File: config.mk
export PLATFORM = sky130hd
export DESIGN_NAME = tpp_match_unit
export DESIGN_NICKNAME = d
export VERILOG_FILES = /design/src/design/tpp_pkg.sv /design/src/design/tpp_match_unit.sv
export SDC_FILE = /design/constraint.sdc
export NUM_CORES = 1
export LEC_CHECK = 0
export ABC_CLOCK_PERIOD_IN_PS = 1000
export BUFFER_PORTS_ARGS = -buffer_cell sky130_fd_sc_hd__buf_2
export CAP_MARGIN = 20
export CORE_AREA = 2 2 84 86
export DETAILED_ROUTE_END_ITERATION = 6
export DIE_AREA = 0 0 86 88
export GPL_TIMING_DRIVEN = 0
export PLACE_DENSITY = 0.73
export SYNTH_ARGS = -nofsm -noshare
export SYNTH_HDL_FRONTEND = slang
export SYNTH_SLANG_ARGS = --single-unit
File: constraint.sdc
create_clock -name vclk -period 1
set_input_delay 0.05 -clock vclk [all_inputs]
set_output_delay 0.05 -clock vclk [all_outputs]
set_load 0.02 [all_outputs]
File: src/design/tpp_pkg.sv
`timescale 1ns / 1ps
// ----------------------------------------------------------------------------
// tpp_pkg
// shared types, sizes and helpers of the temporal pair prefetcher
// ----------------------------------------------------------------------------
package tpp_pkg;

  localparam int IP_SLOTS    = 16;
  localparam int ENTRY_SLOTS = 8;
  localparam int MAX_DEGREE  = 8;
  localparam int MAX_RESULTS = 8;
  localparam int PAGE_SHIFT  = 12;

  localparam int PAIRS   = IP_SLOTS * ENTRY_SLOTS;
  localparam int SLOT_W  = (IP_SLOTS > 1) ? $clog2(IP_SLOTS) : 1;
  localparam int ENT_W   = (ENTRY_SLOTS > 1) ? $clog2(ENTRY_SLOTS) : 1;
  localparam int PADDR_W = (PAIRS > 1) ? $clog2(PAIRS) : 1;
  localparam int DEG_CAP = (MAX_DEGREE < MAX_RESULTS) ? MAX_DEGREE : MAX_RESULTS;

  localparam int CMD_W  = 2;
  localparam int IP_W   = 48;
  localparam int LINE_W = 58;
  localparam int PAGE_W = 52;
  localparam int CONF_W = 4;
  localparam int DEG_W  = 4;
  localparam int AGE_W  = 8;
  localparam int CFG_W  = 4;

  localparam int IN_TDATA_W  = ((CMD_W + IP_W + LINE_W + PAGE_W + 7) / 8) * 8;
  localparam int OUT_TDATA_W = ((LINE_W + 7) / 8) * 8;

  typedef enum logic [CMD_W-1:0] {
    CMD_TRAIN   = 2'd0,
    CMD_PREDICT = 2'd1,
    CMD_ERASE   = 2'd2,
    CMD_NONE    = 2'd3
  } cmd_e;

  localparam logic REG_CONF_MAX = 1'b0;
  localparam logic REG_DEGREE   = 1'b1;

  typedef enum logic {
    CMP_TAG   = 1'b0,
    CMP_START = 1'b1
  } cmp_sel_e;

  typedef struct packed {
    cmp_sel_e          sel;
    logic [IP_W-1:0]   tag;
    logic [IP_W-1:0]   ip;
    logic [LINE_W-1:0] cur;
    logic [LINE_W-1:0] start;
  } cmp_req_t;

  typedef struct packed {
    logic [LINE_W-1:0] start;
    logic [LINE_W-1:0] nxt;
    logic [CONF_W-1:0] conf;
    logic [AGE_W-1:0]  age;
  } pair_t;

  function automatic logic [AGE_W-1:0] age_inc(input logic [AGE_W-1:0] a);
    return (a == {AGE_W{1'b1}}) ? a : a + 1'b1;
  endfunction

  function automatic logic [PAGE_W-1:0] line_page(input logic [LINE_W-1:0] l);
    logic [LINE_W-1:0] s;
    s = l >> PAGE_SHIFT;
    return s[PAGE_W-1:0];
  endfunction

  function automatic logic [DEG_W-1:0] deg_lim(input logic [DEG_W-1:0] d);
    return (int'(d) > DEG_CAP) ? DEG_W'(DEG_CAP) : d;
  endfunction

endpackage

File: src/design/tpp_match_unit.sv
`timescale 1ns / 1ps
// ----------------------------------------------------------------------------
// tpp_match_unit
// shared equality compare for the ip tag search and the pair start search
// ----------------------------------------------------------------------------
module tpp_match_unit
  import tpp_pkg::*;
(
  input  cmp_req_t req_i,
  output logic     eq_o
);

  logic [LINE_W-1:0] a;
  logic [LINE_W-1:0] b;

  always_comb begin
    case (req_i.sel)
      CMP_TAG: begin
        a = {{(LINE_W-IP_W){1'b0}}, req_i.tag};
        b = {{(LINE_W-IP_W){1'b0}}, req_i.ip};
      end
      CMP_START: begin
        a = req_i.cur;
        b = req_i.start;
      end
      default: begin
        a = '0;
        b = '1;
      end
    endcase
  end

  assign eq_o = (a == b);

endmodule

== Word-level counts from Yosys, hierarchy flattened ==
Cells that the tools add are included.
Word-level totals
  flip-flop bits (word level): 0
  input bits: 213
  output and inout bits: 1
  word-level logic and storage cells: 4
Cells by class
  equality and inequality tests: 1
  muxes and demuxes: 2
  bitwise gates (word level): 1
Operators with widths (count)
  $pmux W58 S2: 2
  $eq A58 B58 Y1: 1
  $not A1 Y1: 1

== Depth between registers and ports, before layout ==
Gate-level depths: netlist of run 1.
  depth in word-level cells: 3
  gate-level depth with buffers: 5
  gate-level depth less buffers: 5

== Worst setup path after synthesis of run 1 ==
OpenSTA, ideal clock, no wires.
  path type: input -> output
  from: input req_i[202] (netlist name)
  to: output eq_o
  data arrival time: 1.196 ns
  data required time: 0.950 ns
  setup slack: -0.246 ns
  cell stages on the path: 5
  buffers on the path: 0
  cell sequence: xor2_1 > nor4_2 > nand3_1 > or4_1 > a22oi_2
Between the ends
  word-level cells in the longest chain between the ends: 2
RTL lines
  start, declared: line tpp_match_unit.sv:9  | input cmp_req_t req_i,
  $pmux W58 S2: line tpp_match_unit.sv:17  | case (req_i.sel)
  $eq A58 B58 Y1: line tpp_match_unit.sv:33  | assign eq_o = (a == b);
  end, declared: line tpp_match_unit.sv:10  | output logic eq_o
Every way passes these cells.

== Final worst setup path of run 1 ==
  from: input req_i[197] (netlist name)
  to: output eq_o
Same word-level chain as after synthesis.

==> results.json, run 1 <==
{
  "status": "finished with violations",
  "violations": "setup timing",
  "drtPass1Iterations": 4,
  "ys_seq_area_share_pct": 0,
  "place_ws_ns": -0.596,
  "grt_pass1_vias": 1806,
  "powerDensity_nw_per_um2": 384,
  "start_util_pct": 18.1,
  "route.vias.total": 1804,
  "die_w_um": 86,
  "diodes": 0,
  "yosysTopAreaCell": "xnor2_1",
  "core-area_sq_um": 6640,
  "slew_headroom_pct": 80.4,
  "port_buffers": 214,
  "p_leak_nw": 1.16,
  "whs_endpoint": "eq_o",
  "grt-ovfl-total": 0,
  "cts_setup_buffers": 0,
  "grt_pass1_wl_um": 6960,
  "die-area_sq_um": 7570,
  "tightestPinTransition_ns": 0.291,
  "grt_usage_pct": 11.2,
  "p_clk_share_pct": 0,
  "syn2layout_area_growth_pct": 100,
  "cp_cell_sequence": "buf_2 > xor2_1 > nor4_2 > nand3_1 > or4_4 > a22oi_2 > buf_6",
  "timing.fmax_mhz": 685,
  "dp_hpwl_um": 4720,
  "p_comb_share_pct": 100.0,
  "layout_setup_ws_ns": -0.459,
  "p_int_uw": 575,
  "ant_nets": 0,
  "ys_top_cells_by_area": "xnor2_1 57%, xor2_1 20%, nand4_1 9.9%, nor4_1 3.1%, xor2_4 2.3%",
  "viasPerCell": 4.10,
  "yosys.area.top_type_share_pct": 56.7,
  "setup_viol": 1,
  "syn_area_sq_um": 1200,
  "critical-path-slowest-cell": "or4_4",
  "num_io_pins": 214,
  "routed_wl_um": 4910,
  "min_from": "req_i[212]",
  "core.rowCount": 30,
  "critical_path_class": "in2out",
  "min_period_over_period_pct": 146,
  "cp_data_required_time_ns": 0.95,
  "worstSetupEndpointType": "output pin",
  "clkbuf_count": 0,
  "avgSynthCellArea_sq_um": 8.25,
  "place_congestion": 0.783,
  "slew_viol_final": 0,
  "ys_types": 11,
  "drcViolationCount": 0,
  "hold_path.class": "in2out",
  "critPathLaunchType": "input pin",
  "path_delay_family": "simple AND/OR/NAND/NOR gates",
  "drtIter0Drc": 12,
  "hold_viol_final": 0,
  "p_sw_uw": 351,
  "hold_depth": 4,
  "cp_data_arrival_time_ns": 1.41,
  "min_period_ns": 1.46,
  "cp_slowest_stage_delay_ns": 0.42,
  "critPathMaxFanout": 1,
  "vdd_drop_max_mv": 0.160,
  "drive_gt1_share_pct": 61.7,
  "power_frac_seq_pct": 0,
  "final_nets": 575,
  "seq_cell_count": 0,
  "syn_nets": 359,
  "antenna_found_initial": 0,
  "max-cap-violations": 0,
  "cp_num_buf_inv": 2,
  "rsz0062_at_grt": "true",
  "tns_ns": -0.459,
  "wl_per_cell_um": 11.2,
  "yosys_warnings": 0,
  "postSynthCellCount": 146,
  "ff_latch_area_sq_um": 0,
  "swShare_pct": 37.9,
  "cp-startpoint": "req_i[197]",
  "dieHeight_um": 88,
  "grt_max_degree": 5
}
==> stage by stage <==
| stage | total power [mW] | utilization (%) | hold WS, ns | cell area [sq um] | instances |
|---|---|---|---|---|---|
| CTS | 0.933 | 36.0 | 0.604 | 2390 | 440 |
| finish | 0.926 | 36.3 | 0.583 | 2410 | 440 |
| floorplan | 0.392 | - | 0.283 | 1200 | 146 |
| detailed placement | 0.928 | 35.8 | 0.622 | 2380 | 440 |
| global placement | 0.904 | 35.8 | 0.605 | 2380 | 440 |
| global route | 1.01 | 36.3 | 0.633 | 2410 | 440 |
==> synth_stat cells <==
cell     instances
xnor2_1         78
xor2_1          27
nand4_1         19
nor4_1           6
nand3_1          5
nor3_1           5
nor4_2           2
a22oi_2          1
and3_1           1
or4_1            1
xor2_4           1
==> how the worst max path moves through the flow <==
stage | to | cells after the start
2_1_floorplan | eq_o | 5
4_1_cts | eq_o | 7
6_report | eq_o | 7
5_1_grt | eq_o | 7
3_3_place_gp | eq_o | 7
3_5_place_dp | eq_o | 7
==> layout by cell type (no fill, tap or decap) <==
cell | Yosys | layout
xnor2_1 | 78 | 78
nand4_1 | 19 | 19
a22oi_2 | 1 | 1
and3_1 | 1 | 1
or4_4 | 0 | 1
buf_2 | 0 | 212
nand3_1 | 5 | 4
nor4_2 | 2 | 4
buf_6 | 0 | 2
nor4_1 | 6 | 4
xor2_4 | 1 | 1
nor3_1 | 5 | 5
xor2_1 | 27 | 27
nand3_2 | 0 | 1
==> power groups by stage <==
stage | clock network, mW | logic [mW] | registers (mW)
global placement | 0 | 0.904 | 0
detailed placement | 0 | 0.928 | 0
CTS | 0 | 0.933 | 0
floorplan | 0 | 0.392 | 0
finish | 0 | 0.926 | 0
global route | 0 | 1.01 | 0
==> metal layers <==
| metal | global-route usage (%) | vias to the layer above | share of wire (%) |
|---|---|---|---|
| li1 | - | 935 | - |
| met5 | 0 | - | 0 |
| met2 | 26.3 | 121 | 57 |
| met1 | 10.2 | 748 | 33 |
| met4 | 0 | 0 | 0 |
| met3 | 1.70 | 0 | 11 |
==> repair_timing <==
item                       CTS  global route
pin swaps                    1             2
gates resized for setup      4             3
setup endpoints to repair    1             1
hold buffers                 0             0
==> tightest hold or removal path, cell delays in order <==
cell,delay [ns]
buf_2,0.16
or4_4,0.15
a22oi_2,0.04
buf_6,0.13
==> cell type report <==
class / count / area [sq um]
fillers: 698 / 4230
well taps: 80 / 100
multi-input cells: 146 / 1230
repair buffers: 214 / 1080
==> cells by family after synthesis <==
| logic type | Yosys count | share of synthesized area, % |
|---|---|---|
| AO/OA/AOI/OAI | 1 | 1.04 |
| XOR/XNOR | 106 | 78.6 |
| AND/OR/NAND/NOR | 39 | 20.4 |
(Power assumes the default switching activity.)
==> inputs of run 2 (changes only) <==
--- a/config.mk
+++ b/config.mk
@@ -5,6 +5,7 @@
 export SDC_FILE = /design/constraint.sdc
 export NUM_CORES = 1
 export LEC_CHECK = 0
+export ABC_AREA = 1
 export ABC_CLOCK_PERIOD_IN_PS = 1000
 export BUFFER_PORTS_ARGS = -buffer_cell sky130_fd_sc_hd__buf_2
 export CAP_MARGIN = 20
@@ -12,7 +13,7 @@
 export DETAILED_ROUTE_END_ITERATION = 6
 export DIE_AREA = 0 0 86 88
 export GPL_TIMING_DRIVEN = 0
-export PLACE_DENSITY = 0.73
+export PLACE_DENSITY = 0.84
 export SYNTH_ARGS = -nofsm -noshare
 export SYNTH_HDL_FRONTEND = slang
 export SYNTH_SLANG_ARGS = --single-unit
==> run 2 against run 1 <==
  * The flow still finishes with violations (setup timing)
  * Die area unchanged
  * Global-route usage increased by 3.3 points
  * Clock-buffer cell count unchanged
  * Critical path type unchanged
  * Final cell count increased by 67%
  * Critical path depth increased by 3
  * Non-clock buffer count unchanged
  * Wire length increased by 29%
  * Via count increased by 65%
  * Maximum frequency increased by 32%
  * Final area increased by 35%
  * Core utilization increased by 13 points
  * Combinational power increased by 22%
  * Largest power group unchanged
==> results.json, run 2 <==
{
  "drtPass1Iterations": 4,
  "layout_setup_ws_ns": -0.101,
  "start_util_pct": 28.6,
  "critPathLaunchType": "input pin",
  "avgSynthCellArea_sq_um": 4.33,
  "final_cell_mix": "198 x buf_2, 191 x nand2_1, 113 x inv_1",
  "powerDensity_nw_per_um2": 348,
  "cts_setup_buffers": 0,
  "ff_latch_area_sq_um": 0,
  "grt_usage_pct": 14.6,
  "seq_cell_count": 0,
  "place_congestion": 0.829,
  "cp-startpoint": "req_i[118]",
  "p_int_uw": 620,
  "drtIter0Drc": 30,
  "drcViolationCount": 0,
  "core.rowCount": 30,
  "cp_data_arrival_time_ns": 1.05,
  "dp_cells": 733,
  "ys_seq_area_share_pct": 0,
  "status": "finished with violations",
  "routed_wl_um": 6330,
  "viasPerCell": 4.07,
  "core-area_sq_um": 6640,
  "max-cap-violations": 0,
  "yosys_warnings": 0,
  "route.vias.total": 2980,
  "swShare_pct": 45.1,
  "slew_headroom_pct": 85.7,
  "setup_viol": 1,
  "final_cell_count_no_fill": 733,
  "dp_hpwl_um": 5830,
  "timing.fmax_mhz": 908,
  "die-area_sq_um": 7570,
  "critical-path-slowest-cell": "a21oi_2",
  "final_common_cell": "buf_2",
  "antenna_found_initial": 0,
  "critical_path_class": "in2out",
  "power_frac_seq_pct": 0,
  "min_from": "req_i[133]",
  "ys_top_cells_by_area": "nand2_1 39%, inv_1 24%, xnor2_1 12%, nor2_1 11%, xor2_1 7.4%",
  "hold_path.class": "in2out",
  "fillers": 698,
  "grt_max_degree": 4,
  "path_common_cell": "nand3_1",
  "cp_slowest_stage_delay_ns": 0.16,
  "syn_area_sq_um": 1900,
  "hold_viol_final": 0,
  "syn2layout_area_growth_pct": 70.7,
  "dieHeight_um": 88,
  "slew_viol_final": 0,
  "cp_data_required_time_ns": 0.95,
  "num_io_pins": 214,
  "final_nets": 868,
  "synthMostInstantiatedCell": "nand2_1",
  "utilization_pct": 48.9,
  "cp_cell_sequence": "buf_2 > inv_1 > nand2_2 > nand3_4 > nor2_2 > nand3_1 > nor2_1 > nand3_1 > a21oi_2 > buf_6",
  "final_cell_area_sq_um": 3250,
  "tns_ns": -0.101,
  "violations": "setup timing",
  "p_clk_share_pct": 0,
  "syn_nets": 652,
  "critPathMaxFanout": 2,
  "vdd_drop_max_mv": 0.219,
  "diodes": 0,
  "tightestPinTransition_ns": 0.213,
  "die_w_um": 86,
  "min_period_ns": 1.10,
  "drive_gt1_share_pct": 37.1,
  "ys_types": 12,
  "grt_pass1_vias": 2568,
  "yosys.area.top_type_share_pct": 38.7,
  "min_period_over_period_pct": 110,
  "grt-ovfl-total": 0,
  "clkbuf_count": 0,
  "p_sw_uw": 509,
  "yosysTopAreaCell": "nand2_1",
  "rsz0062_at_grt": "true",
  "ant_nets": 0,
  "netlist_top_cells_count": "196 x nand2_1, 124 x inv_1, 55 x nor2_1",
  "p_comb_share_pct": 100.0,
  "port_buffers": 214,
  "wl_per_cell_um": 8.64,
  "grt_pass1_wl_um": 9270,
  "worstSetupEndpointType": "output pin",
  "p_leak_nw": 2.29,
  "holdWs_ns": 0.634,
  "placed_cell_area_sq_um": 3070,
  "postSynthCellCount": 439
}
==> run 2: changes by cell type in the layout (fill, tap and decap cells not counted), sizes merged, moves of 2 or more <==
| cell | delta |
|---|---|
| nand2 | +196 |
| xor2 | -12 |
| o22ai | +4 |
| nor4 | -8 |
| nor3 | -5 |
| o21ai | +4 |
| inv | +124 |
| nand3 | +4 |
| xnor2 | -51 |
| nand4 | -18 |
| a21oi | +2 |
| nor2 | +55 |
==> run 2: path summary, 6_finish.rpt <==
check,end,slack (ns),cells past startpoint
hold / removal,eq_o,0.63,7
setup / recovery,eq_o,-0.10,10
==> run 2: timing repair <==
action / in CTS / in global routing
pin swaps: 6 / 38
hold buffers: 0 / 0
gates resized for setup: 13 / 35
endpoints found under the hold margin: 0 / 0
endpoints found under the setup margin: 1 / 1
==> run 2: power by group through the flow <==
stage | Clock (mW) | Combinational [mW] | Sequential [mW]
floorplan | 0 | 0.500 | 0
detailed placement | 0 | 1.06 | 0
global placement | 0 | 1.04 | 0
finish | 0 | 1.13 | 0
global route | 0 | 1.29 | 0
CTS | 0 | 1.08 | 0
==> run 2: final cells by class <==
cell class         count  area [sq um]  area share, %
inverters            124           468           14.4
multi-input cells    315          1510           46.4
well taps             80           100           3.08
repair buffers       214          1170           36.1
==> run 2: metrics by stage <==
step           setup WS (ns)  power, mW
3_5_place_dp          -0.260       1.06
5_1_grt               -0.248       1.29
6_report              -0.101       1.13
3_3_place_gp          -0.247       1.04
2_1_floorplan          0.156      0.500
4_1_cts              -0.0966       1.08
==> run 2: worst max-delay path, delay by kind of cell <==
family                 cells  cell delay [ns]
AO/OA/AOI/OAI              1             0.16
buffers and inverters      3             0.29
AND/OR/NAND/NOR            6             0.56
==> run 2: cell families after synthesis <==
family	synth area share, %
buffers and inverters	24.5
XOR/XNOR	19.8
AND/OR/NAND/NOR	52.2
AO/OA/AOI/OAI	3.49
==> run 2: routing by layer <==
metal  global-route usage, %  vias to the layer above  wire [um]
met5                       0                        -          0
met4                    1.30                        0         66
met3                    3.11                        8        652
met2                    32.1                      125       3370
met1                    13.8                     1196       2240
li1                        -                     1651          -
==> inputs of run 3 (changes only) <==
--- a/config.mk
+++ b/config.mk
@@ -13,7 +13,9 @@
 export DETAILED_ROUTE_END_ITERATION = 6
 export DIE_AREA = 0 0 86 88
 export GPL_TIMING_DRIVEN = 0
-export PLACE_DENSITY = 0.84
+export PLACE_DENSITY = 0.77
+export SETUP_SLACK_MARGIN = 0.02
 export SYNTH_ARGS = -nofsm -noshare
 export SYNTH_HDL_FRONTEND = slang
 export SYNTH_SLANG_ARGS = --single-unit
+export TNS_END_PERCENT = 100
==> run 3 against run 2 <==
  * The flow still finishes with violations (setup timing)
  * Final area up 1.3%
  * Critical path depth down 1
  * Final cell count unchanged
  * Global-route usage up 1.7 points
  * Worst hold slack worse by 0.018 ns
  * Sequential share of layout area unchanged
  * Combinational power about the same
  * Via count up 1.9%
  * Clock-buffer cell count unchanged
==> results.json, run 3 (synthesis gave the netlist of run 2 again) <==
{
  "port_buffers": 214,
  "routed_wl_um": 6900,
  "layout_setup_ws_ns": -0.0900,
  "powerDensity_nw_per_um2": 350,
  "core-area_sq_um": 6640,
  "min_period_ns": 1.09,
  "core.rowCount": 30,
  "timing.fmax_mhz": 917,
  "hold_viol_final": 0,
  "whs_endpoint": "eq_o",
  "critPathMaxFanout": 1,
  "final_cell_mix": "193 x nand2_1, 186 x buf_2, 112 x inv_1",
  "rsz0062_at_grt": "true",
  "clkbuf_count": 0,
  "dieHeight_um": 88,
  "drive_gt1_share_pct": 36.3,
  "route.vias.total": 3036,
  "min_period_over_period_pct": 109,
  "slew_viol_final": 0,
  "grt_pass1_vias": 2800,
  "hold_buffers": 0,
  "final_nets": 868,
  "cts_setup_buffers": 0,
  "fillers": 696,
  "grt_usage_pct": 16.3,
  "hold_path.class": "in2out",
  "place_congestion": 0.848,
  "cp-startpoint": "req_i[103]",
  "drtPass1Iterations": 4,
  "wl_per_cell_um": 9.41,
  "cp_data_required_time_ns": 0.95,
  "hold_depth": 7,
  "antenna_found_initial": 0,
  "grt_max_degree": 4,
  "vdd_drop_max_mv": 0.197,
  "grt-ovfl-total": 0,
  "critPathLaunchType": "input pin",
  "diodes": 0,
  "cp_data_arrival_time_ns": 1.04,
  "final_common_cell": "nand2_1",
  "violations": "setup timing",
  "min_from": "req_i[26]",
  "status": "finished with violations",
  "p_leak_nw": 2.31,
  "worstSetupEndpointType": "output pin",
  "seq_cell_count": 0,
  "tns_ns": -0.0900,
  "dp_hpwl_um": 6110,
  "drcViolationCount": 0,
  "num_io_pins": 214,
  "die-area_sq_um": 7570,
  "viasPerCell": 4.14,
  "syn2layout_area_growth_pct": 72.9,
  "tightestPinTransition_ns": 0.214,
  "start_util_pct": 28.6,
  "place_ws_ns": -0.152,
  "max-cap-violations": 0,
  "ant_nets": 0,
  "grt_pass1_wl_um": 10300,
  "critical_path_class": "in2out",
  "setup_viol": 1,
  "die_w_um": 86,
  "slew_headroom_pct": 85.7,
  "drtIter0Drc": 26,
  "ff_latch_area_sq_um": 0
}
-- run 3: layout make-up --
cell class | count | area (sq um) | area share (%)
multi-input cells | 315 | 1480 | 44.9
repair buffers | 214 | 1250 | 37.9
inverters | 124 | 465 | 14.2
well taps | 80 | 100 | 3.04
-- run 3: where the power goes --
part	leakage [nW]	total (mW)	switching [mW]	internal (mW)
registers	0	0	0	0
clock network	0	0	0	0
logic	2.31	1.15	0.508	0.641
total	2.31	1.15	0.508	0.641
-- run 3: per-stage QoR --
step,util [%],area [sq um],power [mW],hold slack [ns],instances
finish,49.5,3290,1.15,0.616,733
global placement,46.3,3070,1.03,0.646,733
CTS,47.9,3180,1.10,0.636,733
global route,49.5,3290,1.31,0.681,733
detailed placement,46.3,3070,1.06,0.651,733
floorplan,-,1900,0.500,0.397,439
-- run 3: worst max-delay path: stages --
cell and delay, ns:
buf_2 0.11, xnor2_1 0.18, nand2_1 0.08, nor2_1 0.11, nand3_1 0.09, nor2_2 0.12
nor2_2 0.06, a21oi_2 0.11, buf_6 0.13
-- run 3: what timing repair did --
item / in CTS / in global routing
pin swaps: 29 / 29
resized for setup: 24 / 28
endpoints found under the setup margin: 1 / 1
-- run 3: worst max-delay path by stage --
stage                end  depth (start not counted)
finish              eq_o                          9
global route        eq_o                         12
CTS                 eq_o                         12
detailed placement  eq_o                          9
global placement    eq_o                          9
floorplan           eq_o                         10
-- run 3: metal layers --
metal / vias to the layer above / global-route usage [%] / wire [um]
li1: 1649 / - / -
met1: 1222 / 14.9 / 2350
met2: 149 / 36.3 / 3720
met3: 16 / 2.36 / 640
met4: 0 / 3.61 / 189
met5: - / 0 / 0
